## config.mk

```make
export PLATFORM = sky130hd
export DESIGN_NAME = qte_scale
export DESIGN_NICKNAME = d
export VERILOG_FILES = /design/src/hdl/qte_pkg.sv /design/src/hdl/qte_scale.sv
export SDC_FILE = /design/constraint.sdc
export NUM_CORES = 1
export LEC_CHECK = 0
export BUFFER_PORTS_ARGS = -buffer_cell sky130_fd_sc_hd__buf_2
export CAP_MARGIN = 40
export CORE_MARGIN = 2
export CORE_UTILIZATION = 25
export CTS_CLUSTER_SIZE = 8
export DETAILED_ROUTE_END_ITERATION = 10
export GPL_TIMING_DRIVEN = 0
export MAX_ROUTING_LAYER = met4
export PLACE_DENSITY = 0.5
export SLEW_MARGIN = 20
export SYNTH_ARGS = -nofsm -noshare
export SYNTH_HDL_FRONTEND = slang
export SYNTH_SLANG_ARGS = --single-unit
```

## constraint.sdc

```tcl
create_clock -name clock -period 7.55 [get_ports clock]
set_input_delay 0 -clock clock [delete_from_list [all_inputs] [get_ports clock]]
set_output_delay 0 -clock clock [all_outputs]
set_load 0.01 [all_outputs]
```

## src/hdl/qte_pkg.sv

```systemverilog
// Shared types, constants and the arctangent table for the quaternion to Euler converter.
// No dependencies.
package qte_pkg;

   localparam int QUAT_WIDTH    = 16;
   localparam int PROD_WIDTH    = 32;
   localparam int OPND_WIDTH    = 34;
   localparam int RAD_WIDTH     = 64;
   localparam int ROOT_WIDTH    = 32;
   localparam int REM_WIDTH     = 34;
   localparam int PRESHIFT      = 20;
   localparam int CORDIC_WIDTH  = 58;
   localparam int ANGLE_WIDTH   = 34;
   localparam int OUT_WIDTH     = 16;
   localparam int ATAN_WIDTH    = 31;

   localparam logic [ANGLE_WIDTH-1:0] HALF_PI_Q30 = 34'd1686629713;
   localparam logic [29:0]            DEG64_Q18   = 30'd961263669;

   typedef logic signed [OPND_WIDTH-1:0] opnd_type;

   // atan2 operand pairs that travel alongside the square root
   typedef struct packed {
      opnd_type yaw_y;
      opnd_type yaw_x;
      opnd_type roll_y;
      opnd_type roll_x;
      opnd_type pitch_y;
   } qte_ops_type;

   // atan(2^-idx) in Q30, rounded half up
   function automatic logic [ATAN_WIDTH-1:0] atan_q30(input int unsigned idx);
      logic [ATAN_WIDTH-1:0] a;
      case (idx)
         0:  a = 31'd843314857;
         1:  a = 31'd497837829;
         2:  a = 31'd263043837;
         3:  a = 31'd133525159;
         4:  a = 31'd67021687;
         5:  a = 31'd33543516;
         6:  a = 31'd16775851;
         7:  a = 31'd8388437;
         8:  a = 31'd4194283;
         9:  a = 31'd2097149;
         10: a = 31'd1048576;
         11: a = 31'd524288;
         12: a = 31'd262144;
         13: a = 31'd131072;
         14: a = 31'd65536;
         15: a = 31'd32768;
         16: a = 31'd16384;
         17: a = 31'd8192;
         18: a = 31'd4096;
         19: a = 31'd2048;
         20: a = 31'd1024;
         21: a = 31'd512;
         22: a = 31'd256;
         23: a = 31'd128;
         24: a = 31'd64;
         25: a = 31'd32;
         26: a = 31'd16;
         27: a = 31'd8;
         28: a = 31'd4;
         29: a = 31'd2;
         30: a = 31'd1;
         31: a = 31'd1;
         default: a = '0;
      endcase
      return a;
   endfunction

endpackage

```

## src/hdl/qte_scale.sv

```systemverilog
// Converts a Q30 radian angle to Q3.13 radians or 1/64 degree units, saturated to 16 bits.
// Two register stages. Depends on qte_pkg.
module qte_scale import qte_pkg::*; (
   input  logic                          clock,
   input  logic                          reset,
   input  logic                          adv,
   input  logic                          degrees_mode,
   input  logic                          in_valid,
   input  logic signed [ANGLE_WIDTH-1:0] in_angle,
   output logic                          out_valid,
   output logic signed [OUT_WIDTH-1:0]   out_angle
);

   localparam int LO_BITS  = 17;
   localparam int HI_BITS  = ANGLE_WIDTH - LO_BITS;
   localparam int PRD_BITS = 48;
   localparam int SUM_BITS = 66;
   localparam int VAL_BITS = 18;

   logic [1:0]                    vld_ff;
   logic [PRD_BITS-2:0]           plo_ff;
   logic signed [PRD_BITS-1:0]    phi_ff;
   logic signed [VAL_BITS-1:0]    radv_ff;
   logic signed [OUT_WIDTH-1:0]   ang_ff, ang_in;
   logic signed [ANGLE_WIDTH:0]   rad_sum;
   logic signed [SUM_BITS-1:0]    deg_sum;
   logic signed [VAL_BITS-1:0]    deg_v, sel_v;

   assign rad_sum = (ANGLE_WIDTH+1)'(in_angle) + (ANGLE_WIDTH+1)'(65536);

   always_ff @(posedge clock) begin
      if (reset) begin
         vld_ff <= '0;
      end else if (adv) begin
         vld_ff <= {vld_ff[0], in_valid};
      end
   end

   // split the angle so each multiply stays near 17 x 30 bits
   always_ff @(posedge clock) begin
      if (adv) begin
         plo_ff  <= (PRD_BITS-1)'(in_angle[LO_BITS-1:0]) * (PRD_BITS-1)'(DEG64_Q18);
         phi_ff  <= PRD_BITS'($signed(in_angle[ANGLE_WIDTH-1 -: HI_BITS]))
                    * $signed(PRD_BITS'(DEG64_Q18));
         radv_ff <= rad_sum[ANGLE_WIDTH -: VAL_BITS];
         ang_ff  <= ang_in;
      end
   end

   always_comb begin
      deg_sum = (SUM_BITS'(phi_ff) <<< LO_BITS) + $signed(SUM_BITS'(plo_ff))
                + (SUM_BITS'(1) <<< 47);
      deg_v   = deg_sum[SUM_BITS-1 -: VAL_BITS];
      sel_v   = degrees_mode ? deg_v : radv_ff;
      if (sel_v > VAL_BITS'(32767)) begin
         ang_in = 16'sh7FFF;
      end else if (sel_v < -VAL_BITS'(32768)) begin
         ang_in = -16'sh8000;
      end else begin
         ang_in = sel_v[OUT_WIDTH-1:0];
      end
   end

   assign out_valid = vld_ff[1];
   assign out_angle = ang_ff;

endmodule

```

==> flow_metrics.py <==
metrics = {
    "floorplanning": {
        "die_area_um2": 90900,
        "start_util": 0.251,
        "die_w_um": 301,
        "row_count": 109,
        "io_pins": 56,
        "coreArea_um2": 88100,
        "die_y_um": 301,
    },
    "timing": {
        "worst_pin_slew_ns": 0.646,
        "maxSlewViolCount": 0,
        "slew_headroom": 0.565,
        "rsz0062_at_grt": "false",
        "skew_ns": 0.00960,
        "finalCritPeriodShare": 0.775,
        "min_period_ns": 5.85,
        "max_freq_mhz": 171,
        "setup_violations": 0,
        "hold_viol_final": 0,
        "finalSetupTns_ns": 0,
    },
    "cells_and_area": {
        "multi_input_area_um2": 16400,
        "syn2layout_area_growth_pct": 10.7,
        "seq_area_um2": 3400,
        "final_cells": 3407,
        "fillCellCount": 9443,
        "drive_above_1_share": 0.0576,
        "nets": 3024,
    },
    "synthesis": {
        "yosysTopAreaCellShare": 0.310,
        "synth-adder-area-share": 0.545,
        "synth_area_um2": 22100,
        "synth_xor_area_frac": 0.0380,
        "synth_area_leader_cell": "fa_1",
        "yosysUniqueCellTypes": 86,
        "synth_cells": 2150,
        "synth-compound-area-share": 0.0924,
        "synth_common_cells": "inv_1, ha_1, fa_1",
        "synthSimpleGateAreaFrac": 0.0654,
        "yosysSeqAreaShare": 0.154,
        "synth_edf_count": 112,
        "synth_top_family_by_area": "adder cells",
        "yosys_warnings": 0,
        "synth.most_common_cell": "inv_1",
        "synth_area_per_cell_um2": 10.3,
        "synthArstFlopShare": 0,
        "synth.area.top_cells": "fa_1, ha_1, edfxtp_1",
        "synthMuxAreaShare": 0.00317,
        "syn_nets": 2946,
        "synth_seq_cells": 114,
        "synth_flop_cell": "edfxtp_1",
    },
    "placed_design": {
        "portBuffers": 55,
        "hpwl_mm": 50.1,
        "place_congestion": 0.945,
        "dp_cells": 3371,
    },
    "worst_setup_path": {
        "path_class": "in2reg",
        "r2r_start": "plo_ff[18]",
        "critPathArrivalTime_ns": 6.02,
        "r2r_end": "out_angle[2]",
        "end_kind": "register",
        "critPathCapture": "phi_ff[47]",
        "rrSetupSlack_ns": 4.32,
        "reg2regPathDepth": 11,
        "worstPathRequired_ns": 7.72,
        "cp_max_fo": 7,
        "startpoint_type": "input port",
        "startpoint": "in_angle[26]",
    },
    "clocking": {
        "htreeDepth": 4,
        "clkTransAtPathRegs_ns": 0.06,
        "cts-root-buf": "clkbuf_16",
        "clockBufferDepth": 2,
        "cts_tree": "yes",
        "cts_sinks": 114,
        "cts_buffers": 17,
        "cts_setup_buffers": 0,
        "clk_latency_ns": 0.42,
    },
    "hold_path": {
        "hold_class": "in2reg",
    },
    "grt": {
        "grt_pass1_vias": 15500,
        "track_usage": 0.134,
        "grt.overflow.total": 0,
        "grt_max_degree": 79,
        "grt_pass1_wl_mm": 90.1,
        "antenna_found_initial": 1,
    },
    "drt": {
        "wire_per_inst_um": 16.5,
        "drc": 0,
        "ant_nets": 0,
        "viasPerCell": 4.26,
        "drtPass1Iterations": 5,
        "wl_mm": 56.4,
        "via_count": 14500,
        "drt_iter0_markers": 722,
    },
    "status": {
        "outcome": "finished, final reports clean",
    },
    "flow_run": {
        "cap_violations": 0,
    },
}
per-layer routing:
| metal | routed length [um] | share of wire | global-route usage | vias up |
|---|---|---|---|---|
| met5 | 0 | 0 | - | - |
| li1 | - | - | - | 7133 |
| met2 | 26400 | 0.47 | 0.216 | 194 |
| met1 | 27400 | 0.49 | 0.184 | 7133 |
| met3 | 1440 | 0.026 | 0.0118 | 59 |
| met4 | 1090 | 0.019 | 0.0289 | 0 |
timing repair:
item                      in CTS  in global routing
hold buffers                   3                  0
hold endpoints to repair      36                  0
gates resized for setup        0                  0
critical path, cell delays in order:
cell and delay, ns:
buf_2 0.26, inv_1 0.25, ha_1 0.48, fa_1 0.59, inv_1 0.05, ha_1 0.27, inv_1 0.05, fa_1 0.55
inv_1 0.07, fa_1 0.52, fa_1 0.53, ha_1 0.41, nand3_1 0.18, nor4_1 0.31, o21ai_0 0.23, a31oi_2 0.40
a211oi_2 0.15, o31ai_1 0.42, o22ai_1 0.14, xnor2_1 0.15
state kept, by name (all words and copies together), names as in the netlist:
register / count
phi_ff: 48
plo_ff: 30
radv_ff: 18
out_angle: 16
vld_ff: 2
cell families after synthesis:
group	after synthesis
fa+ha+maj	757
buf+inv	600
simple gates	290
compound gates	287
flops	114
xor+xnor	95
mux	7
per-stage QoR:
step	worst slack, ns	hold slack [ns]	cell area, um2	utilization
floorplan	2.17	0.0724	22100	-
global placement	1.14	0.182	23900	0.271
detailed placement	1.16	0.181	23900	0.271
CTS	1.59	0.0137	24500	0.278
global route	1.35	0.0149	24500	0.278
finish	1.70	0.0231	24500	0.278
cell usage in the layout (no fill, tap or decap), types with 6 or more instances in the layout:
master	Yosys	layout
xnor2_1	66	66
mux2i_1	7	7
nor2b_1	10	10
and3_1	13	13
a31oi_1	6	6
o21a_1	8	8
nor2_1	68	68
nand4_1	23	23
nor3_1	16	16
clkbuf_1	10	10
xor2_1	28	28
or3_1	10	10
buf_2	1	55
o21bai_1	16	16
clkinv_4	0	6
edfxtp_1	112	112
ha_1	414	414
nand3_1	31	31
o21ai_0	43	43
clkbuf_16	0	17
fa_1	343	343
a211oi_1	9	9
a21oi_1	83	83
inv_1	585	585
a21o_1	44	44
nand2_1	84	84
a211o_1	10	10
nand2b_1	9	9
how the worst min path moves through the flow:
stage / slack [ns] / from / to / depth (start not counted)
after detailed placement: 0.18 / reset / vld_ff[0] / 2
final: 0.02 / in_angle[17] / phi_ff[0] / 1
after global routing: 0.01 / in_angle[17] / phi_ff[0] / 1
after global placement: 0.18 / reset / vld_ff[0] / 2
after floorplan: 0.07 / reset / vld_ff[0] / 1
after CTS: 0.01 / in_angle[17] / phi_ff[0] / 1
layout make-up:
| class | count | area share |
|---|---|---|
| Multi-Input combinational cell | 1436 | 0.672 |
| Sequential cell | 114 | 0.139 |
| Inverter | 585 | 0.0897 |
| Tap cell | 1165 | 0.0595 |
| Clock buffer | 17 | 0.0174 |
| Timing Repair Buffer | 59 | 0.0138 |
| Clock inverter | 15 | 0.00552 |
| Buffer | 15 | 0.00317 |
| Antenna cell | 1 | 0.000102 |
Power is not shown: default switching activity piles up to over one toggle a cycle in this logic, so the estimate is an artifact.
